==> src/chs_pkg.sv <==
// types and fixed constants of the chained hash set insert block
// no dependencies; imported by the controller and the remainder unit
`timescale 1ns / 1ps
`default_nettype none

package chs_pkg;

   // width of the divisor register
   localparam int DIV_W = 5;

   // result codes
   typedef enum logic [1:0] {
      INS_OK   = 2'd0,
      INS_DUP  = 2'd1,
      INS_FULL = 2'd2
   } chs_status_type;

   // controller states
   typedef enum logic [2:0] {
      ST_CLEAR,
      ST_IDLE,
      ST_DIV,
      ST_FILL_RD,
      ST_LOAD_FILL,
      ST_SCAN,
      ST_DECIDE,
      ST_DONE
   } chs_state_type;

   // status returned by the remainder unit
   typedef struct packed {
      logic             done;
      logic [DIV_W-1:0] rem;
   } chs_mod_rsp_type;

endpackage

`default_nettype wire

==> src/chs_ram.sv <==
// generic single-write, single-read synchronous ram with registered read data
// no dependencies
`timescale 1ns / 1ps
`default_nettype none

module chs_ram #(
   parameter int WIDTH = 16,
   parameter int DEPTH = 128
) (
   input  wire logic                     clock,
   input  wire logic                     wr_en,
   input  wire logic [$clog2(DEPTH)-1:0] wr_addr,
   input  wire logic [WIDTH-1:0]         wr_data,
   input  wire logic                     rd_en,
   input  wire logic [$clog2(DEPTH)-1:0] rd_addr,
   output logic      [WIDTH-1:0]         rd_data
);

   logic [WIDTH-1:0] mem_ff [DEPTH];
   logic [WIDTH-1:0] rd_data_ff;

   // write port and registered read port
   always_ff @(posedge clock) begin
      if (wr_en) begin
         mem_ff[wr_addr] <= wr_data;
      end
      if (rd_en) begin
         rd_data_ff <= mem_ff[rd_addr];
      end
   end

   assign rd_data = rd_data_ff;

endmodule

`default_nettype wire

==> src/chs_mod_unit.sv <==
// iterative remainder unit: key modulo a small divisor, four key bits per cycle
// depends on chs_pkg
`timescale 1ns / 1ps
`default_nettype none

module chs_mod_unit
   import chs_pkg::*;
#(
   parameter int KEY_WIDTH = 16
) (
   input  wire logic                 clock,
   input  wire logic                 reset,
   input  wire logic                 start,
   input  wire logic [KEY_WIDTH-1:0] key,
   input  wire logic [DIV_W-1:0]     divisor,
   output chs_mod_rsp_type           mod_rsp
);

   localparam int RADIX   = 4;
   localparam int KEY_PAD = ((KEY_WIDTH + RADIX - 1) / RADIX) * RADIX;
   localparam int STEPS   = KEY_PAD / RADIX;
   localparam int CNT_W   = $clog2(STEPS + 1);

   logic [KEY_PAD-1:0] sh_ff;
   logic [DIV_W-1:0]   rem_ff;
   logic [DIV_W-1:0]   d_ff;
   logic [CNT_W-1:0]   cnt_ff;
   logic               busy_ff;
   logic               done_ff;
   logic [DIV_W-1:0]   rem_next;

   // one restoring step: bring in a bit, subtract once if it fits
   function automatic logic [DIV_W-1:0] mod_step(input logic [DIV_W-1:0] r,
                                                 input logic b,
                                                 input logic [DIV_W-1:0] d);
      logic [DIV_W:0] t;
      begin
         t = {r, b};
         if (t >= {1'b0, d}) begin
            t = t - {1'b0, d};
         end
         return t[DIV_W-1:0];
      end
   endfunction

   // four dependent steps on the top key bits
   always_comb begin
      rem_next = rem_ff;
      for (int i = 0; i < RADIX; i++) begin
         rem_next = mod_step(rem_next, sh_ff[KEY_PAD-1-i], d_ff);
      end
   end

   // control
   always_ff @(posedge clock) begin
      if (reset) begin
         busy_ff <= 1'b0;
         done_ff <= 1'b0;
         cnt_ff  <= '0;
      end else begin
         done_ff <= 1'b0;
         if (start) begin
            busy_ff <= 1'b1;
            cnt_ff  <= '0;
         end else if (busy_ff) begin
            cnt_ff <= cnt_ff + 1'b1;
            if (cnt_ff == CNT_W'(STEPS - 1)) begin
               busy_ff <= 1'b0;
               done_ff <= 1'b1;
            end
         end
      end
   end

   // datapath
   always_ff @(posedge clock) begin
      if (start) begin
         sh_ff  <= KEY_PAD'(key);
         rem_ff <= '0;
         d_ff   <= divisor;
      end else if (busy_ff) begin
         sh_ff  <= sh_ff << RADIX;
         rem_ff <= rem_next;
      end
   end

   assign mod_rsp.done = done_ff;
   assign mod_rsp.rem  = rem_ff;

endmodule

`default_nettype wire

==> src/chained_hash_set_insert.sv <==
// Hash set insert block. Each request item carries one key; the key goes to
// bucket key mod divisor, the bucket is searched, and the key is appended
// unless it is already there or the bucket is full. Each item gives one
// response item with a status (inserted, duplicate, full) and the bucket.
// Channels: req_* in and rsp_* out, both valid/stall; an item moves on a
// clock edge with valid high and stall low. csr_write_en loads the divisor
// (0 acts as 1, values above NUM_BUCKETS act as NUM_BUCKETS); write it only
// while no item is in flight.
// Processing: one item at a time. After acceptance, the remainder unit
// computes the bucket, the fill count of that bucket is read, the bucket
// scan compares the stored keys one by one and stops at a duplicate, and
// then the decision and the response load follow; a duplicate skips the
// decision. The scan rate is set by the single read port of the key memory.
// Reset: synchronous; afterwards the fill count memory is swept to zero
// with req_stall high during the sweep.
// Output: the response sits in a register; while rsp_stall is high it holds,
// and a finished item waits in the controller until the register is free.
`timescale 1ns / 1ps
`default_nettype none

module chained_hash_set_insert
   import chs_pkg::*;
#(
   parameter int NUM_BUCKETS  = 16,
   parameter int BUCKET_DEPTH = 8,
   parameter int KEY_WIDTH    = 16
) (
   input  wire logic                           clock,
   input  wire logic                           reset,
   input  wire logic                           req_valid,
   output logic                                req_stall,
   input  wire logic [KEY_WIDTH-1:0]           req_key_value,
   output logic                                rsp_valid,
   input  wire logic                           rsp_stall,
   output logic      [1:0]                     rsp_insert_status,
   output logic      [$clog2(NUM_BUCKETS)-1:0] rsp_bucket_index,
   input  wire logic                           csr_write_en,
   input  wire logic [DIV_W-1:0]               csr_hash_divisor
);

   localparam int BKT_W   = $clog2(NUM_BUCKETS);
   localparam int ENT_N   = NUM_BUCKETS * BUCKET_DEPTH;
   localparam int ENT_AW  = $clog2(ENT_N);
   localparam int FILL_W  = $clog2(BUCKET_DEPTH + 1);
   localparam logic [DIV_W-1:0] DIV_RESET = DIV_W'(13);

   chs_state_type        state_ff, state_in;
   logic [DIV_W-1:0]     divisor_ff;
   logic [DIV_W-1:0]     div_eff;
   logic [BKT_W-1:0]     clr_cnt_ff, clr_cnt_in;
   logic [KEY_WIDTH-1:0] key_ff, key_in;
   logic [BKT_W-1:0]     bucket_ff, bucket_in;
   logic [ENT_AW-1:0]    base_ff, base_in;
   logic [FILL_W-1:0]    fill_ff, fill_in;
   logic [FILL_W-1:0]    iss_ff, iss_in;
   chs_status_type       status_ff, status_in;
   logic                 rsp_valid_ff, rsp_valid_in;
   logic [1:0]           rsp_status_ff, rsp_status_in;
   logic [BKT_W-1:0]     rsp_bucket_ff, rsp_bucket_in;

   logic                 mod_start;
   chs_mod_rsp_type      mod_rsp;

   logic                 fill_we;
   logic [BKT_W-1:0]     fill_waddr;
   logic [FILL_W-1:0]    fill_wdata;
   logic                 fill_re;
   logic [FILL_W-1:0]    fill_rdata;
   logic                 ent_we;
   logic [ENT_AW-1:0]    ent_waddr;
   logic                 ent_re;
   logic [ENT_AW-1:0]    ent_raddr;
   logic [KEY_WIDTH-1:0] ent_rdata;

   // effective divisor, kept within 1 .. NUM_BUCKETS
   always_comb begin
      div_eff = divisor_ff;
      if (divisor_ff == '0) begin
         div_eff = DIV_W'(1);
      end else if (32'(divisor_ff) > NUM_BUCKETS) begin
         div_eff = DIV_W'(NUM_BUCKETS);
      end
   end

   // remainder unit
   chs_mod_unit #(
      .KEY_WIDTH (KEY_WIDTH)
   ) u_mod (
      .clock   (clock),
      .reset   (reset),
      .start   (mod_start),
      .key     (req_key_value),
      .divisor (div_eff),
      .mod_rsp (mod_rsp)
   );

   // per-bucket fill counts
   chs_ram #(
      .WIDTH (FILL_W),
      .DEPTH (NUM_BUCKETS)
   ) u_fill_ram (
      .clock   (clock),
      .wr_en   (fill_we),
      .wr_addr (fill_waddr),
      .wr_data (fill_wdata),
      .rd_en   (fill_re),
      .rd_addr (bucket_ff),
      .rd_data (fill_rdata)
   );

   // stored keys, bucket after bucket
   chs_ram #(
      .WIDTH (KEY_WIDTH),
      .DEPTH (ENT_N)
   ) u_key_ram (
      .clock   (clock),
      .wr_en   (ent_we),
      .wr_addr (ent_waddr),
      .wr_data (key_ff),
      .rd_en   (ent_re),
      .rd_addr (ent_raddr),
      .rd_data (ent_rdata)
   );

   // next state and datapath control
   always_comb begin
      state_in      = state_ff;
      clr_cnt_in    = clr_cnt_ff;
      key_in        = key_ff;
      bucket_in     = bucket_ff;
      base_in       = base_ff;
      fill_in       = fill_ff;
      iss_in        = iss_ff;
      status_in     = status_ff;
      rsp_valid_in  = rsp_valid_ff;
      rsp_status_in = rsp_status_ff;
      rsp_bucket_in = rsp_bucket_ff;
      mod_start     = 1'b0;
      fill_we       = 1'b0;
      fill_waddr    = bucket_ff;
      fill_wdata    = fill_ff + 1'b1;
      fill_re       = 1'b0;
      ent_we        = 1'b0;
      ent_waddr     = base_ff + ENT_AW'(fill_ff);
      ent_re        = 1'b0;
      ent_raddr     = base_ff + ENT_AW'(iss_ff);

      // response taken downstream
      if (rsp_valid_ff && !rsp_stall) begin
         rsp_valid_in = 1'b0;
      end

      case (state_ff)
         // sweep fill counts to zero
         ST_CLEAR: begin
            fill_we    = 1'b1;
            fill_waddr = clr_cnt_ff;
            fill_wdata = '0;
            clr_cnt_in = clr_cnt_ff + 1'b1;
            if (clr_cnt_ff == BKT_W'(NUM_BUCKETS - 1)) begin
               state_in = ST_IDLE;
            end
         end
         // take a key and start the remainder
         ST_IDLE: begin
            if (req_valid) begin
               key_in    = req_key_value;
               mod_start = 1'b1;
               state_in  = ST_DIV;
            end
         end
         ST_DIV: begin
            if (mod_rsp.done) begin
               bucket_in = BKT_W'(mod_rsp.rem);
               state_in  = ST_FILL_RD;
            end
         end
         // read the bucket fill count, form the bucket base address
         ST_FILL_RD: begin
            fill_re  = 1'b1;
            base_in  = ENT_AW'(32'(bucket_ff) * BUCKET_DEPTH);
            state_in = ST_LOAD_FILL;
         end
         // capture fill, issue the first key read unless the bucket is empty
         ST_LOAD_FILL: begin
            fill_in = fill_rdata;
            if (fill_rdata == '0) begin
               state_in = ST_DECIDE;
            end else begin
               ent_re    = 1'b1;
               ent_raddr = base_ff;
               iss_in    = FILL_W'(1);
               state_in  = ST_SCAN;
            end
         end
         // compare one stored key per cycle, next read in flight
         ST_SCAN: begin
            if (ent_rdata == key_ff) begin
               status_in = INS_DUP;
               state_in  = ST_DONE;
            end else if (iss_ff == fill_ff) begin
               state_in = ST_DECIDE;
            end else begin
               ent_re   = 1'b1;
               iss_in   = iss_ff + 1'b1;
               state_in = ST_SCAN;
            end
         end
         // append the key or report a full bucket
         ST_DECIDE: begin
            if (fill_ff == FILL_W'(BUCKET_DEPTH)) begin
               status_in = INS_FULL;
            end else begin
               ent_we    = 1'b1;
               fill_we   = 1'b1;
               status_in = INS_OK;
            end
            state_in = ST_DONE;
         end
         // hand the result to the output register once it is free
         ST_DONE: begin
            if (!rsp_valid_ff || !rsp_stall) begin
               rsp_valid_in  = 1'b1;
               rsp_status_in = status_ff;
               rsp_bucket_in = bucket_ff;
               state_in      = ST_IDLE;
            end
         end
         default: begin
            state_in = ST_IDLE;
         end
      endcase
   end

   // control registers
   always_ff @(posedge clock) begin
      if (reset) begin
         state_ff     <= ST_CLEAR;
         clr_cnt_ff   <= '0;
         rsp_valid_ff <= 1'b0;
         divisor_ff   <= DIV_RESET;
      end else begin
         state_ff     <= state_in;
         clr_cnt_ff   <= clr_cnt_in;
         rsp_valid_ff <= rsp_valid_in;
         if (csr_write_en) begin
            divisor_ff <= csr_hash_divisor;
         end
      end
   end

   // payload registers
   always_ff @(posedge clock) begin
      key_ff        <= key_in;
      bucket_ff     <= bucket_in;
      base_ff       <= base_in;
      fill_ff       <= fill_in;
      iss_ff        <= iss_in;
      status_ff     <= status_in;
      rsp_status_ff <= rsp_status_in;
      rsp_bucket_ff <= rsp_bucket_in;
   end

   assign req_stall         = (state_ff != ST_IDLE);
   assign rsp_valid         = rsp_valid_ff;
   assign rsp_insert_status = rsp_status_ff;
   assign rsp_bucket_index  = rsp_bucket_ff;

endmodule

`default_nettype wire

==> config.mk <==
export PLATFORM = sky130hd
export DESIGN_NAME = chained_hash_set_insert
export DESIGN_NICKNAME = d
export VERILOG_FILES = /design/src/chs_pkg.sv /design/src/chs_ram.sv /design/src/chs_mod_unit.sv /design/src/chained_hash_set_insert.sv
export SDC_FILE = /design/constraint.sdc
export NUM_CORES = 2
export LEC_CHECK = 0
export ABC_AREA = 1
export BUFFER_PORTS_ARGS = -buffer_cell sky130_fd_sc_hd__buf_2
export CELL_PAD_IN_SITES_DETAIL_PLACEMENT = 1
export CELL_PAD_IN_SITES_GLOBAL_PLACEMENT = 2
export CORE_MARGIN = 2
export CORE_UTILIZATION = 40
export CTS_CLUSTER_SIZE = 12
export DETAILED_ROUTE_END_ITERATION = 8
export PLACE_DENSITY_LB_ADDON = 0.1
export RECOVER_POWER = 50
export SYNTH_ARGS = -nofsm -noshare
export SYNTH_HDL_FRONTEND = slang
export SYNTH_SLANG_ARGS = --single-unit
==> constraint.sdc <==
create_clock -name clock -period 5.45 [get_ports clock]
set_input_delay 0.8175 -clock clock [delete_from_list [all_inputs] [get_ports clock]]
set_output_delay 0.8175 -clock clock [all_outputs]
set_load 0.01 [all_outputs]
# ---- Word-level counts from Yosys, hierarchy flattened
# Memories as Yosys holds them, arrays and structs flattened. A register that Yosys moved wholly into a read port is not among the register bits.
# Index checks and enable logic that the tools add are counted.
dict set report word_totals {
  regBits 84
  word_cells 124
  ramBits 2112
  inputBits 26
  memories 2
  output_inout_bits 8
}
# memory depth width read_ports rd_ports_with_merged_regs write_ports line_no
set mem_list {}
lappend mem_list {u_key_ram.mem_ff 128 16 1 1 1 chs_ram.sv:19} ;# logic [WIDTH-1:0] mem_ff [DEPTH];
lappend mem_list {u_fill_ram.mem_ff 16 4 1 1 1 chs_ram.sv:19}
dict set report classes {
  addsub 10
  order_cmp 5
  reduce_logical 19
  eq_ne 21
  bitwise 1
  muxes 47
}
# op count
set ops {}
lappend ops {{16-bit 2-to-1 mux} 2}
lappend ops {{5-bit 2-to-1 mux} 5}
lappend ops {{6-bit by 5-bit greater-or-equal comparator with 1-bit output} 4}
lappend ops {{3-bit one-hot mux with 8 select lines} 1}
lappend ops {{4-bit 2-to-1 mux} 5}
lappend ops {{5-bit subtractor} 4}
lappend ops {{1-bit 2-to-1 mux} 19}
lappend ops {{16-bit == test} 1}
lappend ops {{7-bit by 4-bit adder with 7-bit output} 2}
lappend ops {{7-bit 2-to-1 mux} 2}
lappend ops {{2-bit inequality test (second input constant)} 7}
lappend ops {{4-bit by 1-bit adder with 4-bit output (second input constant)} 3}
lappend ops {{3-bit == test (second input constant)} 4}
lappend ops {{3-bit 2-to-1 mux} 4}
lappend ops {{2-bit 2-to-1 mux} 5}
lappend ops {{3-bit by 2-bit == test with 1-bit output (second input constant)} 3}
lappend ops {{4-bit == test (second input constant)} 2}
lappend ops {{4-bit one-hot mux with 2 select lines} 1}
lappend ops {{2-bit AND reduction} 4}
lappend ops {{4-bit AND reduction} 2}
lappend ops {{2-bit nonzero test} 3}
lappend ops {{5-bit greater-than comparator (second input constant)} 1}
lappend ops {{5-bit logical NOT} 1}
lappend ops {{4-bit == test} 1}
lappend ops {{14 further kinds} 17}

# ---- Longest topological paths before layout
dict set report depth {
  ltp_word 8
  depth_mapped 42
  depth_no_buf 42
}

# ---- Modules after synthesis
# From an unflattened synthesis, not the netlist that was laid out.
dict set report hier_totals {
  cells_unflattened 7690
  area_unflattened_um2 91014.8
}
# mod seq_area_each_um2 cells_per_inst instances area_per_inst_um2
set modules_own_cells {}
lappend modules_own_cells {{chs_ram (u_key_ram)} 61979.4 6793 1 82988.3}
lappend modules_own_cells {{chs_ram (u_fill_ram)} 2042.0 290 1 3006.6}
lappend modules_own_cells {chained_hash_set_insert 1461.4 312 1 2671.3}
lappend modules_own_cells {chs_mod_unit 830.8 295 1 2348.5}

# ---- Worst setup path before layout
# OpenSTA, ideal clock, no wires.
dict set report synth_path {
  kind {reg-to-reg}
  start {reg u_mod.d_ff[1]}
  end {reg u_mod.rem_ff[1]}
  path_stages_with_launch 37
  setup_time_ps 114
  setup_slack_ps 352
  arrival_ps 4984
  synth_period_minus_slack_ps 5098
  required_time_ps 5336
  path_buffers 0
  path_cell_list {edfxtp_1 > inv_1 > fa_1 > inv_1 > nand2_1 > nand3b_1 > nand2_2 > o21ai_0 > inv_1 > ha_1 > nand2_1 > a21oi_1 > a21oi_1 > nand2_1 > nor2_2 > nand2_1 > nand2_1 > inv_1 > ha_1 > nand2_1 > nor2_1 > a31o_2 > a21oi_1 > inv_1 > nor2_1 > nand3_1 > nand2_1 > inv_1 > ha_1 > a21oi_1 > nand2_1 > nand2_1 > nand2_1 > nor2_2 > nand3_1 > nand3_1 > nand2_1}
}
dict set report synth_between {
  elab_chain_len 8
  word_cells_on_any_way 12
  classes_between {4 x add/sub; 4 x order compare; 4 x mux}
}
# item line_no
set synth_lines {}
lappend synth_lines {{start: declaration} chs_mod_unit.sv:26} ;# logic [DIV_W-1:0] d_ff;
lappend synth_lines {{start signal: assignment} chs_mod_unit.sv:80} ;# d_ff <= divisor;
lappend synth_lines {{5-bit subtractor or 6-bit by 5-bit greater-or-equal comparator with 1-bit output (tied branches)} {chs_mod_unit.sv:40, chs_mod_unit.sv:39}}
lappend synth_lines {{5-bit 2-to-1 mux} chs_mod_unit.sv:39} ;# if (t >= {1'b0, d}) begin
lappend synth_lines {{5-bit subtractor or 6-bit by 5-bit greater-or-equal comparator with 1-bit output (tied branches)} {chs_mod_unit.sv:40, chs_mod_unit.sv:39}}
lappend synth_lines {{5-bit 2-to-1 mux} chs_mod_unit.sv:39}
lappend synth_lines {{5-bit subtractor or 6-bit by 5-bit greater-or-equal comparator with 1-bit output (tied branches)} {chs_mod_unit.sv:40, chs_mod_unit.sv:39}}
lappend synth_lines {{5-bit 2-to-1 mux} chs_mod_unit.sv:39}
lappend synth_lines {{6-bit by 5-bit greater-or-equal comparator with 1-bit output or 5-bit subtractor (tied branches)} {chs_mod_unit.sv:39, chs_mod_unit.sv:40}}
lappend synth_lines {{5-bit 2-to-1 mux *} chs_mod_unit.sv:39}
lappend synth_lines {{end signal: assignment} chs_mod_unit.sv:83} ;# rem_ff <= rem_next;
lappend synth_lines {{end: declaration} chs_mod_unit.sv:25} ;# logic [DIV_W-1:0] rem_ff;
# Every way passes the cells marked *; elsewhere a longest branch is shown, timed or not.
# A chain may end at the register's enable or synchronous reset.

# ---- Final worst setup path
dict set report layout_path {
  start {reg key_ff[14]}
  end {mem u_key_ram.mem_ff[81][14] (data pin)}
}
# item line_no
set layout_lines {}
lappend layout_lines {{start: declaration} chained_hash_set_insert.sv:51} ;# logic [KEY_WIDTH-1:0] key_ff, key_in;
lappend layout_lines {{start signal: assignment} chained_hash_set_insert.sv:254} ;# key_ff <= key_in;
lappend layout_lines {{end: declaration} chs_ram.sv:19}
# Straight into the memory's write port.

==> run_results.csv <==
group,metric,value,unit
detailed_routing,highest-signal-layer,"met5",
worst_setup_path,crit_path_end_kind,"flip-flop",
placement,dpl_cell_area,97540,um^2
status,violations,"max-capacitance violations, max-slew violations",
synth,synth_cells,7756,
timing,slew_headroom,-171.5,%
job,maxCapViolCount,26,
detailed_routing,met2_length,142.1,mm
synth,yosysWarnings,0,
worst_setup_path,cp_max_fo,68,
power,power,42.79,mW
floorplan,die_area,236100,um^2
worst_setup_path,cp_data_arrival_time,5750,ps
worst_setup_path,path_cells,"clkbuf_1 > buf_2",
synth,ys_dominant_reg_cell,"edfxtp_1",
clocking,clockBufferDepth,3,
grt,grt_overflow_total,0,
grt,grt_antenna_before_repair,11,
status,status,"complete, but fails checks",
timing,fin_crit_sh,97.27,%
timing,fin_skew,28.18,ps
detailed_routing,avgViaCountPerCell,5.685,
worst_setup_path,slowest_delay,2490,ps
timing,timing.fmax,188.6,MHz
grt,grt_pass1_vias,64029,
synth,ys_seq_area_share,71.38,%
clocking,cts_tree,"done",
detailed_routing,antenna_left,0,
worst_setup_path,path_class,"reg -> reg",
worst_setup_path,cp_data_required_time,5900,ps
detailed_routing,wl_per_cell,28.20,um
grt,grt_pass1_wl,455.6,mm
floorplan,die_w,485.9,um
synth,synth_area,92910,um^2
placement,io_buffers,33,
power,p_leak,36.28,nW
final_layout,nFillCells,23793,
placement,hpwlAfterDp,174.4,mm
synth,postSynthAreaPerCell,11.98,um^2
clocking,cts_buffers,237,
worst_setup_path,cp-start-kind,"flip-flop",
worst_setup_path,regToRegSetupSlack,150,ps
placement,gp_congestion,0.8175,
clocking,root_buffer,"clkbuf_16",
min_path,worstHoldPathType,"in -> reg",
timing,tightest_slew,4073,ps
detailed_routing,drc,0,
timing,rsz0062_at_grt,"yes",
detailed_routing,drtIter0Drc,6132,
timing,period_needed,5301,ps
timing,hold_viol,0,
detailed_routing,dr.pass1.iters,7,
floorplan,core_area,230600,um^2
grt,grt_max_degree,177,
power,cellPowerDensity,407.6,nW/um^2
synth,synthArstFlopShare,0,%
timing,setup_viol,0,
clocking,clkSinkCount,2216,
synth,synth_fp_nets,7818,
detailed_routing,num_vias,62922,
clocking,htreeDepth,4,
detailed_routing,wirelength,312.1,mm
synth,synth_edf_count,2193,
detailed_routing,dr_wl_met3,16.37,mm
synth,synth_seq_cells,2216,
detailed_routing,met1_length,145.3,mm
clocking,cts.clk_slew.worst_paths,60,ps
final_layout,final_cell_area,105000,um^2
floorplan,die_y,485.9,um
final_layout,area_delta_synth_final,12.98,%
worst_setup_path,crit_family,"buffers and inverters",
clocking,clk_latency,900,ps
worst_setup_path,crit_buf_inv,2,
final_layout,layout-drive-gt1-share,11.07,%
worst_setup_path,slowest_stage,"clkbuf_1",
power,vdd_drop_max,0.001125,V
floorplan,std_cell_rows,176,
synth,synth.distinct_cells,46,
floorplan,ios,34,
timing,slew_viol_final,1719,
final_layout,nNetsFinal,7899,
grt,grt_use_total,26.18,%
floorplan,initial_core_util,40.30,%
## worst paths after layout
kind / from / to / cells past startpoint
max: key_ff[14] / u_key_ram.mem_ff[81][14] / 2
min: req_key_value[0] / key_ff[0] / 1
max reg2reg: key_ff[14] / u_key_ram.mem_ff[81][14] / 2
min reg2reg: u_fill_ram.rd_data[0] / fill_ff[0] / 0
## registers in the layout (all words and copies together) (netlist names), 5 cells and up
name               cells
u_mod.rem_ff           5
u_mod.sh_ff           16
divisor_ff             5
u_mod.d_ff             5
key_ff                16
u_fill_ram.mem_ff     64
u_key_ram.mem_ff    2048
u_key_ram.rd_data     16
## cell usage after synthesis (8+ instances only)
| cell | instances | area, um^2 |
|---|---|---|
| nor3_1 | 8 | 40.04 |
| edfxtp_1 | 2193 | 65850 |
| nor2_1 | 672 | 2522 |
| buf_1 | 50 | 187.7 |
| dfxtp_1 | 23 | 460.4 |
| xnor2_1 | 12 | 105.1 |
| or2_2 | 141 | 882.1 |
| buf_2 | 305 | 1526 |
| o221ai_1 | 12 | 105.1 |
| nand3b_1 | 117 | 878.3 |
| o21ai_0 | 184 | 920.9 |
| a21oi_1 | 22 | 110.1 |
| clkbuf_1 | 162 | 608.1 |
| ha_1 | 32 | 400.4 |
| inv_1 | 136 | 510.5 |
| o22ai_1 | 36 | 225.2 |
| xor2_1 | 18 | 157.7 |
| buf_4 | 22 | 165.2 |
| o21bai_1 | 205 | 1539 |
| nand3_1 | 2106 | 10540 |
| nand2_1 | 1241 | 4658 |
## where the power goes
group          switching (mW)  internal [mW]  total (mW)  leakage, nW
Combinational            4.94           2.88        7.82         12.8
Clock                    6.81           8.49        15.3         3.52
Sequential              0.133           19.5        19.7         19.9
Total                    11.9           30.9        42.8         36.3
## per-stage QoR
| stage | hold slack (ps) | setup slack (ps) | instances | utilization, % | setup TNS (ps) |
|---|---|---|---|---|---|
| after floorplan | 400.3 | 352.2 | 7756 | - | 0 |
| after global placement | 437.9 | -282.7 | 10608 | 42.31 | -1361 |
| after detailed placement | 438.8 | -302.5 | 10608 | 42.31 | -1420 |
| after CTS | 35.62 | 6.728 | 11055 | 45.48 | 0 |
| after global routing | 121.9 | -98.97 | 11066 | 45.52 | -468.5 |
| final | 135.6 | 148.9 | 11069 | 45.53 | 0 |
## routing by layer
metal | vias up | GRT usage, %
met1 | 32686 | 38.69
met2 | 1720 | 40.73
met4 | 2 | 7.201
li1 | 28132 | -
met5 | - | 0
met3 | 382 | 3.173
## worst register-to-register path, stage by stage (launching register included)
cell	delay [ps]
edfxtp_1	710
clkbuf_1	2500
buf_2	1390
## cells by family (layout without fill, tap and decap cells)
kind of cell / count (synthesis) / count (layout) / share of synthesized area (%)
AND/OR/NAND/NOR: 4311 / 4311 / 21.25
flip-flops: 2216 / 2216 / 71.38
adder cells (fa/ha/maj): 36 / 36 / 0.5171
AO/OA/AOI/OAI: 474 / 474 / 3.239
other: 0 / 4 / 0
XOR/XNOR: 32 / 32 / 0.3178
buffers and inverters: 687 / 970 / 3.302
## layout make-up
cell class / instances / area [um^2] / area share [%]
antenna: 4 / 10.01 / 0.009536
clock buffer: 320 / 6389 / 6.086
clock inverter: 121 / 825.8 / 0.7867
inverter: 145 / 573.1 / 0.5459
multi-input combinational: 4853 / 23960 / 22.83
sequential: 2216 / 66310 / 63.18
tap: 3026 / 3786 / 3.607
timing repair buffer: 384 / 3108 / 2.961
## cells in the final DEF, fill, tap and decap left out, types with 126 or more instances in the layout
cell type	count
buf_4	265
inv_1	126
o21ai_0	181
clkbuf_16	242
o21bai_1	205
nand2_1	1216
edfxtp_1	2193
nand3_1	2096
or2_2	141
nor2_1	654
## repair_timing
item                                   in CTS  in global routing
setup buffers                               6                 10
gates resized for setup                    14                 69
endpoints found under the hold margin       0                  0
hold buffers                                0                  0
pin swaps                                   2                 43
setup endpoints to repair                   5                  5
Note: power is estimated with default switching activity, not from simulation.
